## src/rtl/cwrs_pkg.sv

```systemverilog
`default_nettype none

package cwrs_pkg;

  localparam int MAX_SIDE_DEF  = 64;
  localparam int ELEM_BITS_DEF = 32;

  localparam int SUM_W    = 44;
  localparam int ELEM_W   = 32;
  localparam int COORD_W  = 6;
  localparam int SIDE_W   = 7;

  // in_tdata: element_value, centre_row, centre_col, half_height, half_width
  localparam int IN_TDATA_W  = 56;
  localparam int OUT_TDATA_W = 48;

  localparam logic OP_LOAD  = 1'b0;
  localparam logic OP_QUERY = 1'b1;

  typedef enum logic [1:0] {
    CORNER_BR = 2'd0,
    CORNER_TR = 2'd1,
    CORNER_BL = 2'd2,
    CORNER_TL = 2'd3
  } corner_t;

  typedef struct packed {
    logic    ld_start;
    logic    ld_write;
    logic    q_start;
    logic    q_rd;
    corner_t corner;
    logic    out_load;
  } cwrs_cmd_t;

endpackage

`default_nettype wire

```

## src/rtl/cwrs_ctrl.sv

```systemverilog
`default_nettype none

module cwrs_ctrl (
  input  wire logic               clk,
  input  wire logic               rst_n,
  input  wire logic               in_valid,
  input  wire logic               in_op,
  output logic                    in_ready,
  input  wire logic               out_ready,
  output logic                    out_valid,
  output cwrs_pkg::cwrs_cmd_t     cmd
);
  import cwrs_pkg::*;

  typedef enum logic [2:0] {
    S_IDLE,
    S_LD_WR,
    S_Q_RD,
    S_Q_ACC,
    S_Q_OUT
  } state_t;

  state_t     state_r, state_nxt;
  logic [1:0] cnt_r, cnt_nxt;
  logic       out_valid_r, out_valid_nxt;

  always_comb begin
    state_nxt     = state_r;
    cnt_nxt       = cnt_r;
    cmd           = '0;
    cmd.corner    = corner_t'(cnt_r);
    in_ready      = 1'b0;
    unique case (state_r)
      S_IDLE: begin
        in_ready = 1'b1;
        if (in_valid) begin
          if (in_op == OP_QUERY) begin
            cmd.q_start = 1'b1;
            cnt_nxt     = 2'd0;
            state_nxt   = S_Q_RD;
          end else begin
            cmd.ld_start = 1'b1;
            state_nxt    = S_LD_WR;
          end
        end
      end
      S_LD_WR: begin
        cmd.ld_write = 1'b1;
        state_nxt    = S_IDLE;
      end
      S_Q_RD: begin
        cmd.q_rd = 1'b1;
        cnt_nxt  = cnt_r + 2'd1;
        if (corner_t'(cnt_r) == CORNER_TL) state_nxt = S_Q_ACC;
      end
      S_Q_ACC: begin
        state_nxt = S_Q_OUT;
      end
      S_Q_OUT: begin
        if (!out_valid_r || out_ready) begin
          cmd.out_load = 1'b1;
          state_nxt    = S_IDLE;
        end
      end
      default: state_nxt = S_IDLE;
    endcase

    out_valid_nxt = out_valid_r & ~out_ready;
    if (cmd.out_load) out_valid_nxt = 1'b1;
  end

  always_ff @(posedge clk) begin
    if (!rst_n) begin
      state_r     <= S_IDLE;
      cnt_r       <= 2'd0;
      out_valid_r <= 1'b0;
    end else begin
      state_r     <= state_nxt;
      cnt_r       <= cnt_nxt;
      out_valid_r <= out_valid_nxt;
    end
  end

  assign out_valid = out_valid_r;

endmodule

`default_nettype wire

```

## config.mk

```make
export PLATFORM = sky130hd
export DESIGN_NAME = cwrs_ctrl
export DESIGN_NICKNAME = d
export VERILOG_FILES = /design/src/rtl/cwrs_pkg.sv /design/src/rtl/cwrs_ctrl.sv
export SDC_FILE = /design/constraint.sdc
export NUM_CORES = 1
export LEC_CHECK = 0
export ABC_AREA = 0
export BUFFER_PORTS_ARGS = -buffer_cell sky130_fd_sc_hd__buf_2
export CORE_AREA = 3 3 40 42
export DETAILED_ROUTE_END_ITERATION = 8
export DIE_AREA = 0 0 43 45
export PLACE_DENSITY = 0.48
export SYNTH_ARGS = -nofsm -noshare
export SYNTH_HDL_FRONTEND = slang
export SYNTH_SLANG_ARGS = --single-unit
```

## constraint.sdc

```tcl
create_clock -name clk -period 1.6 [get_ports clk]
set_input_delay 0.4 -clock clk [delete_from_list [all_inputs] [get_ports clk]]
set_output_delay 0.4 -clock clk [all_outputs]
set_load 0.005 [all_outputs]
```

==> results of run 1 <==
-- routing by layer --
metal | share of wire | up-vias | wire, µm
met5 | 0 | - | 0
met4 | 0 | 0 | 0
met3 | 0.11 | 0 | 69
met2 | 0.47 | 12 | 287
met1 | 0.41 | 123 | 249
li1 | - | 148 | -
-- worst max-delay path by stage --
stage / endpoint / slack, ps / cells after the start
CTS: cmd[0] / 40 / 3
floorplan: cmd[4] / 360 / 3
finish: cmd[0] / 90 / 3
detailed placement: cmd[0] / 270 / 3
global placement: cmd[0] / 240 / 3
global route: cmd[0] / 0.01 / 3
-- state kept, by name (all words and copies together), names as in the netlist --
| register | count |
|---|---|
| cnt_r | 2 |
| out_valid | 1 |
| state_r | 3 |
-- cell usage in the layout (no fill, tap or decap), drive strengths merged --
cell and instances:
buf 13, dfxtp 6, nor2 5, nand2 4, clkbuf 3, nor2b 2
a21boi 2, nor3b 2, nor3 1, and2 1, and3 1, nand3b 1
a21oi 1, o221a 1, nand3 1, o31ai 1, o21a 1, a22oi 1
ha 1
-- worst max-delay path: stages, from the launching register on --
cell and delay [ps]:
dfxtp_2 370, nor3b_4 230, nor2b_1 150, buf_2 110
-- stage by stage --
step	setup slack [ps]	hold WS [ps]	area [µm²]	cells
2_1_floorplan	358.6	479.6	301.5	33
3_3_place_gp	240.1	484.6	380.4	60
3_5_place_dp	265.9	487.2	380.4	60
4_1_cts	36.48	424.6	404.1	63
5_1_grt	0.01144	431.7	415.4	63
6_report	92.94	429.5	415.4	63
-- cell families (layout without fill, tap and decap cells) --
| logic type | after synthesis | in the layout | share of synthesized area |
|---|---|---|---|
| flip-flops | 6 | 6 | 0.3984 |
| buffers and inverters | 1 | 16 | 0.01658 |
| AND/OR/NAND/NOR | 18 | 18 | 0.3527 |
| AO/OA/AOI/OAI | 7 | 7 | 0.1909 |
| adder cells (fa/ha/maj) | 1 | 1 | 0.04149 |
-- layout make-up --
class                           count  area share
Clock buffer                        3     0.05422
Multi-Input combinational cell     26      0.4398
Sequential cell                     6      0.3042
Tap cell                           15     0.04518
Timing Repair Buffer               13      0.1566
-- power by group through the flow --
stage	Combinational (µW)	Clock (µW)	Sequential, µW
2_1_floorplan	29.9	0	163
3_3_place_gp	47.0	0	168
3_5_place_dp	46.2	0	168
4_1_cts	46.4	147	165
5_1_grt	51.9	153	167
6_report	45.5	139	165
-- timing repair --
action / CTS / global route
gates resized for setup: 1 / 4
setup endpoints to repair: 1 / 3
pin swaps: 0 / 2
==> reports/summary.txt, run 1 <==
outcome = finished clean
final core area utilization = 0.3233
cell types occupying the most area after synthesis = dfxtp_1 (40%), a21boi_1 (5.0%), nand2_1 (5.0%)
Endpoint, Worst Hold = state_r[2]$_SDFFE_PN0P_
leakage power summed over all cells = 0.0001963 µW
Site Rows = 13
actual slew at the worst max-slew pin = 206.5 ps
most instantiated flip-flop cell in the synthesis netlist = dfxtp_1
met1 Resource Use GR = 0.07299
number of enable-type register cells in the synthesized netlist = 0
Final Total Pwr = 349.7 µW
GP Congestion = 0.6977
top-level port count = 14
met2 routing resource usage after global routing = 0.1198
antenna-violating nets left = 0
fill count = 134
total detailed-routing wirelength = 607 µm
number of H-tree levels = 1
net count after synthesis = 39
most instantiated library cell after synthesis = dfxtp_1
top cell type's share of synthesized area = 0.3983
Setup CP Type = flop to primary output
total net switching power = 85.33 µW
worst reg2reg startpoint = state_r[0]$_SDFFE_PN0P_
number of pins exceeding their max-slew limit in the final report = 0
hold depth = 4
number of cells produced by synthesis = 33
TritonCTS clock tree = done
global routing met3 resource utilization = 0.06773
Clock Power Share = 0.397
cells on worst reg2reg path = 3
FF+latch area = 126.4 µm²
vias in the first global route = 277
pin count of the biggest net entering global routing = 10
cell types with the highest counts after synthesis = dfxtp_1 (6), nand2_1 (4), nor2_1 (4)
area taken by multi-input logic gates = 182.7 µm²
routed wirelength normalized by instance count = 9.635 µm
peak supply drop = 0.5260 mV
hold-fix buffers at CTS = 0
final clock period utilization by the worst path = 0.9419
post-CTS setup buffer count = 0
Hold Violations, Final = 0
Synth-to-Final Area Change = 37.76%
final worst path period need = 1507 ps
worst clock skew = 2.741 ps
mean area per synthesized cell = 9.138 µm²
Crit. End Element = primary output
global routing's busiest layer = met2
final setup violating endpoints = 0
ratio of cells with drive above 1 in the final layout = 0.5000
worst slew margin relative to its limit = 0.8623
number of input and output port buffers inserted = 13
number of buffers between clock root and the deepest sink = 2
antenna violations before repair = 0
critical path data arrival time = 1110 ps
power density over cell area = 841.8 nW/µm²
switching portion of total power = 0.2440
Startpoint Class = flop
register-to-register setup slack = 620 ps
number of nets in the final layout = 56
Critical Path Start = state_r[1]$_SDFFE_PN0P_
detailed placement HPWL = 479.4 µm
number of warnings printed during yosys synthesis = 0
register area share after synthesis = 0.3983
Max-Cap Viols = 0
number of register bits inferred by synthesis = 6
cell type contributing the most total cell area after synthesis = dfxtp_1
number of unique standard cell types used by synthesis = 20
via count of the routed design = 283
endpoint of the most critical register-to-register path = cnt_r[0]$_SDFFE_PN0P_
post-synthesis async set-or-reset flop share = 0
WP data required = 1200 ps
starting utilization of the core area = 0.2347
number of clock buffers inserted by TritonCTS = 3
number of DRC violations after detailed routing = 0
number of clock sinks seen by CTS = 6
Chip Width = 43 µm
Hold/Removal Path Class = input pin to flop
TNS Setup = 0 ps
sequential share of power = 0.473
Floorplan Core Area = 1285 µm²
largest fanout on the critical path = 9
CTS root buf = clkbuf_4
number of search-and-repair iterations in the first detailed-routing pass = 4
total gr overflow = 0
Comb pwr share = 0.130
clock slew at reported path FFs = 50 ps
setup repair after global routing missed its margin = false
Skew-Pair Late Insertion Delay = 240 ps
Chip Height = 45 µm
synthesized cell area = 301.5 µm²
internal power consumption = 264.3 µW
Hold Startpoint = out_ready
total global-route track usage = 0.07769
wire length of the first global-routing pass = 1.062 mm
via density per instance = 4.492
maximum clock frequency = 663.5 MHz
area of the die = 1935 µm²
DRC marker count from the first detailed-route iteration = 4
count of antenna diodes in the layout = 0
Note: power is estimated with default switching activity, not from simulation.
==> run 2, diff against run 1 <==
--- a/config.mk
+++ b/config.mk
@@ -12,2 +12,3 @@
 export DIE_AREA = 0 0 43 45
+export GPL_TIMING_DRIVEN = 0
 export PLACE_DENSITY = 0.48
--- a/constraint.sdc
+++ b/constraint.sdc
@@ -3,2 +3,2 @@
 set_output_delay 0.4 -clock clk [all_outputs]
-set_load 0.005 [all_outputs]
+set_load 0.02 [all_outputs]
==> reports/summary.txt, run 2 (synthesis gave the netlist of run 1 again) <==
CTS root buf = clkbuf_4
Skew-Pair Late Insertion Delay = 240 ps (about the same)
power density over cell area = 837.8 nW/µm² (-0.47%)
via density per instance = 4.391 (-2.3%)
hold-fix buffers at CTS = 0 (unchanged)
Chip Width = 43 µm (unchanged)
leakage power summed over all cells = 0.0002048 µW (+4.3%)
number of DRC violations after detailed routing = 0 (unchanged)
maximum clock frequency = 656.6 MHz (-1.0%)
number of clock sinks seen by CTS = 6 (unchanged)
area taken by multi-input logic gates = 191.4 µm² (+4.8%)
clock slew at reported path FFs = 50 ps (about the same)
internal power consumption = 266.5 µW (+0.82%)
pin count of the biggest net entering global routing = 10 (unchanged)
number of buffers between clock root and the deepest sink = 2 (unchanged)
max reg flops = 3 (unchanged)
number of input and output port buffers inserted = 13 (unchanged)
post-route cell area = 439.2 µm² (+5.7%)
peak supply drop = 0.3744 mV (-29%)
TNS Setup = 0 ps (unchanged)
worst clock skew = 0.9984 ps (-1.742 ps)
number of clock buffers inserted by TritonCTS = 3 (unchanged)
starting utilization of the core area = 0.2347 (unchanged)
routed wirelength normalized by instance count = 9.906 µm (+2.8%)
number of nets in the final layout = 57 (+1.8%)
Chip Height = 45 µm (unchanged)
Max-Cap Viols = 0 (unchanged)
actual slew at the worst max-slew pin = 230.8 ps (+24.33 ps)
final worst hold slack = 423.5 ps (-6.024 ps)
largest reg by FF count = state_r
number of pins exceeding their max-slew limit in the final report = 0 (unchanged)
via count of the routed design = 281 (-0.71%)
commonest cells after routing, fill and taps aside = buf_2 (11), nand2_1 (4), nor2_1 (4)
total detailed-routing wirelength = 634 µm (+4.4%)
vias in the first global route = 228 (-18%)
worst slew margin relative to its limit = 0.8458 (-0.01654)
total global-route track usage = 0.07018 (-0.007519)
Site Rows = 13 (unchanged)
DRC marker count from the first detailed-route iteration = 0 (-4)
wire length of the first global-routing pass = 952 µm (-10%)
Synth-to-Final Area Change = 45.64%
Critical-path top delay cell = dfxtp_4
Hold/Removal Path Class = input pin to flop
endpoint of the most critical register-to-register path = cnt_r[0]$_SDFFE_PN0P_
number of search-and-repair iterations in the first detailed-routing pass = 1 (-3)
final worst path period need = 1523 ps (+15.88 ps)
outcome = finished clean
Hold Startpoint = rst_n
Cell Area, Placed = 391.6 µm² (+3.0%)
Hold Violations, Final = 0 (unchanged)
GP Congestion = 0.6606 (-5.3%)
register-to-register setup slack = 600 ps (-20 ps)
area of the die = 1935 µm² (unchanged)
Comb pwr share = 0.168 (+0.038)
Setup CP Type = flop to primary output
antenna violations before repair = 0 (unchanged)
antenna-violating nets left = 0 (unchanged)
sequential share of power = 0.452 (-0.021)
fill count = 141 (+5.2%)
total gr overflow = 0 (unchanged)
cells on worst reg2reg path = 3 (unchanged)
ratio of cells with drive above 1 in the final layout = 0.5306 (+0.03061)
Critical Path Start = state_r[1]$_SDFFE_PN0P_
detailed placement HPWL = 468.8 µm (-2.2%)
top-level port count = 14 (unchanged)
Crit. End Element = primary output
maximum cell stage delay along the critical path = 380 ps (about the same)
total net switching power = 101.4 µW (+19%)
final clock period utilization by the worst path = 0.9518 (+0.009924)
Startpoint Class = flop
Floorplan Core Area = 1285 µm² (unchanged)
Clock Power Share = 0.380 (-0.017)
FF+latch area = 128.9 µm² (+2.0%)
TritonCTS clock tree = done
switching portion of total power = 0.2757 (+0.03166)
final setup violating endpoints = 0 (unchanged)
largest fanout on the critical path = 9 (unchanged)
end point of the critical path = cmd[4]
count of antenna diodes in the layout = 0 (unchanged)
most common cell after layout, fill and taps aside = buf_2
WP data required = 1200 ps (about the same)
worst reg2reg startpoint = state_r[0]$_SDFFE_PN0P_
critical-path cell list = nor3_4, and3_1, buf_4
critical path data arrival time = 1120 ps (about the same)
number of H-tree levels = 1 (unchanged)
## run 2: worst min-delay path by stage
stage / end / slack (ps) / depth (start not counted)
5_1_grt: out_valid$_SDFF_PN0_ / 440 / 2
3_3_place_gp: cnt_r[1]$_SDFFE_PN0P_ / 500 / 2
2_1_floorplan: out_valid$_SDFF_PN0_ / 520 / 1
4_1_cts: state_r[2]$_SDFFE_PN0P_ / 430 / 4
3_5_place_dp: cnt_r[1]$_SDFFE_PN0P_ / 500 / 2
6_report: out_valid$_SDFF_PN0_ / 420 / 2
## run 2: cell type report
class	instances	area share
multi-input combinational	26	0.4359
timing repair buffer	14	0.1766
tap	15	0.04274
sequential	6	0.2934
clock buffer	3	0.05128
## run 2: power groups by stage
stage | Clock [µW] | Sequential [µW] | Combinational, µW
after floorplan | 0 | 167 | 42.3
after global placement | 0 | 164 | 68.1
after detailed placement | 0 | 164 | 67.9
after CTS | 145 | 167 | 61.8
after global routing | 150 | 167 | 69.7
final | 140 | 166 | 61.8
## run 2: per-stage QoR
| stage | std cells | worst slack [ps] | power [µW] | util |
|---|---|---|---|---|
| 6_report | 64 | 77.06 | 367.9 | 0.3418 |
| 5_1_grt | 64 | -13.34 | 386.6 | 0.3418 |
| 4_1_cts | 64 | 10.64 | 374.1 | 0.3281 |
| 3_5_place_dp | 61 | 159.5 | 232.2 | 0.3048 |
| 3_3_place_gp | 61 | 154.0 | 232.3 | 0.3048 |
| 2_1_floorplan | 33 | 87.05 | 208.9 | - |
## run 2: per-layer routing
metal  share of wire  wire length [µm]  global-route usage  vias up
met5               0                 0                   0        -
met4               0                 0             0.05422        0
li1                -                 -                   -      148
met1            0.50               316             0.09002      122
met2            0.41               258             0.08383       11
met3           0.095                60             0.03984        0
## run 2: critical path, delay by kind of cell (launching register included)
kind / cells / cell delay, ps
flip-flops: 1 / 380
buffers and inverters: 1 / 130
AND/OR/NAND/NOR: 2 / 360
## run 2: what timing repair did
item                                    in CTS  in global routing
endpoints found under the setup margin       3                  4
setup buffers                                1                  0
pin swaps                                    1                  1
gates resized for setup                      3                  6
==> run 3, diff against run 2 <==
==> constraint.sdc (replaced) <==
create_clock -name clk -period 1.6 [get_ports clk]
set_input_delay 0.08 -clock clk [delete_from_list [all_inputs] [get_ports clk]]
set_output_delay 0.08 -clock clk [all_outputs]
set_load 0.02 [all_outputs]
==> reports/summary.txt, run 3 (synthesis gave the netlist of run 1 again) <==
leakage power summed over all cells = 0.0002010 µW (-1.9%)
TritonCTS clock tree = done
count of antenna diodes in the layout = 0 (unchanged)
Floorplan Core Area = 1285 µm² (unchanged)
via count of the routed design = 286 (+1.8%)
final worst path period need = 1335 ps (-187.7 ps)
register-to-register setup slack = 560 ps (-40 ps)
total gr overflow = 0 (unchanged)
Hold/Removal Path Class = input pin to flop
wire length of the first global-routing pass = 1.055 mm (+11%)
peak supply drop = 0.5051 mV (+35%)
TNS Setup = 0 ps (unchanged)
number of clock sinks seen by CTS = 6 (unchanged)
total detailed-routing wirelength = 622 µm (-1.9%)
antenna-violating nets left = 0 (unchanged)
CTS root buf = clkbuf_4
top-level port count = 14 (unchanged)
endpoint of the most critical register-to-register path = cnt_r[0]$_SDFFE_PN0P_
worst reg2reg startpoint = state_r[0]$_SDFFE_PN0P_
commonest cells after routing, fill and taps aside = buf_2 (14), dfxtp_1 (6), nand2_1 (4), nor2_1 (4), clkbuf_4 (3)
Startpoint Class = flop
power density over cell area = 899.4 nW/µm² (+7.4%)
cells on worst reg2reg path = 3 (unchanged)
number of H-tree levels = 1 (unchanged)
DRC marker count from the first detailed-route iteration = 3 (+3)
starting utilization of the core area = 0.2347 (unchanged)
antenna violations before repair = 0 (unchanged)
clock slew at reported path FFs = 50 ps (about the same)
number of clock buffers inserted by TritonCTS = 3 (unchanged)
pin count of the biggest net entering global routing = 10 (unchanged)
actual slew at the worst max-slew pin = 240.3 ps (+9.451 ps)
max reg flops = 3 (unchanged)
Max-Cap Viols = 0 (unchanged)
Site Rows = 13 (unchanged)
detailed placement HPWL = 490.3 µm (+4.6%)
Synth-to-Final Area Change = 35.27%
Crit. End Element = primary output
routed wirelength normalized by instance count = 9.719 µm (-1.9%)
most common cell after layout, fill and taps aside = buf_2
ratio of cells with drive above 1 in the final layout = 0.4490 (-0.08163)
number of buffers between clock root and the deepest sink = 2 (unchanged)
Hold Startpoint = rst_n
post-CTS setup buffer count = 0 (-1)
Chip Height = 45 µm (unchanged)
worst clock skew = 2.335 ps (+1.337 ps)
FF+latch area = 120.1 µm² (-6.8%)
post-route cell area = 407.9 µm² (-7.1%)
outcome = finished clean
total global-route track usage = 0.07763 (+0.007454)
critical path data arrival time = 1260 ps (+140 ps)
number of search-and-repair iterations in the first detailed-routing pass = 2 (+1)
hold-fix buffers at CTS = 0 (unchanged)
area of the die = 1935 µm² (unchanged)
maximum clock frequency = 749.0 MHz (+14%)
via density per instance = 4.469 (+1.8%)
final worst hold slack = 110.5 ps (-313.0 ps)
final clock period utilization by the worst path = 0.8345 (-0.1173)
number of input and output port buffers inserted = 13 (unchanged)
area taken by multi-input logic gates = 176.4 µm² (-7.8%)
GP Congestion = 0.6677 (+1.1%)
final core area utilization = 0.3174 (-0.02434)
Chip Width = 43 µm (unchanged)
Skew-Pair Late Insertion Delay = 240 ps (about the same)
hold depth = 2 (unchanged)
fill count = 150 (+6.4%)
number of pins exceeding their max-slew limit in the final report = 0 (unchanged)
Cell Area, Placed = 385.4 µm² (-1.6%)
Endpoint, Worst Hold = out_valid$_SDFF_PN0_
number of DRC violations after detailed routing = 0 (unchanged)
setup repair after global routing missed its margin = false
number of nets in the final layout = 57 (unchanged)
largest reg by FF count = state_r
WP data required = 1520 ps (+320 ps)
vias in the first global route = 273 (+20%)
final setup violating endpoints = 0 (unchanged)
Hold Violations, Final = 0 (unchanged)
worst slew margin relative to its limit = 0.8396 (-0.006203)
post-cts gate resize count = 0 (-3)
largest fanout on the critical path = 6 (-3)
Setup CP Type = flop to primary output
## run 3: changes by cell type in the layout (fill, tap and decap cells not counted), moves of 2 or more
cell / before / now
buf_2: 11 / 14
dfxtp_4: 2 / 0
dfxtp_1: 3 / 6
buf_4: 3 / 0
## run 3: critical path, stage by stage (launching register included)
cell     delay, ps
dfxtp_1        440
nor3b_2        260
nor2b_1        150
buf_2          170
## run 3: metrics by stage
step                      std cells  power [µW]  setup slack [ps]
after floorplan                  33       206.4             315.0
after global placement           61       229.5             538.1
after detailed placement         61       229.8             527.8
after CTS                        64       375.7             258.9
after global routing             64       393.4             145.8
final                            64       366.9             264.8
## run 3: layer usage
| layer | vias to the layer above | track usage | share of wire |
|---|---|---|---|
| li1 | 150 | - | - |
| met1 | 127 | 0.07282 | 0.43 |
| met2 | 9 | 0.1228 | 0.48 |
| met3 | 0 | 0.06375 | 0.087 |
| met4 | 0 | 0.03614 | 0 |
| met5 | - | 0 | 0 |
## run 3: worst max-delay path by stage
stage                            startpoint     end
floorplan           state_r[1]$_SDFFE_PN0P_  cmd[6]
detailed placement  state_r[2]$_SDFFE_PN0P_  cmd[0]
global placement    state_r[2]$_SDFFE_PN0P_  cmd[0]
CTS                 state_r[2]$_SDFFE_PN0P_  cmd[0]
finish              state_r[2]$_SDFFE_PN0P_  cmd[0]
global route        state_r[2]$_SDFFE_PN0P_  cmd[0]
## run 3: cell type report
| class | instances | share of cell area |
|---|---|---|
| Multi-Input combinational cell | 26 | 0.4325 |
| Sequential cell | 6 | 0.2945 |
| Timing Repair Buffer | 13 | 0.1595 |
| Clock buffer | 3 | 0.05521 |
| Tap cell | 15 | 0.04601 |
| Buffer | 1 | 0.01227 |
## run 3: power by group
part           switching, µW  internal (µW)
registers               4.99            156
clock network           56.2           85.0
logic                   38.8           26.3
total                    100            267
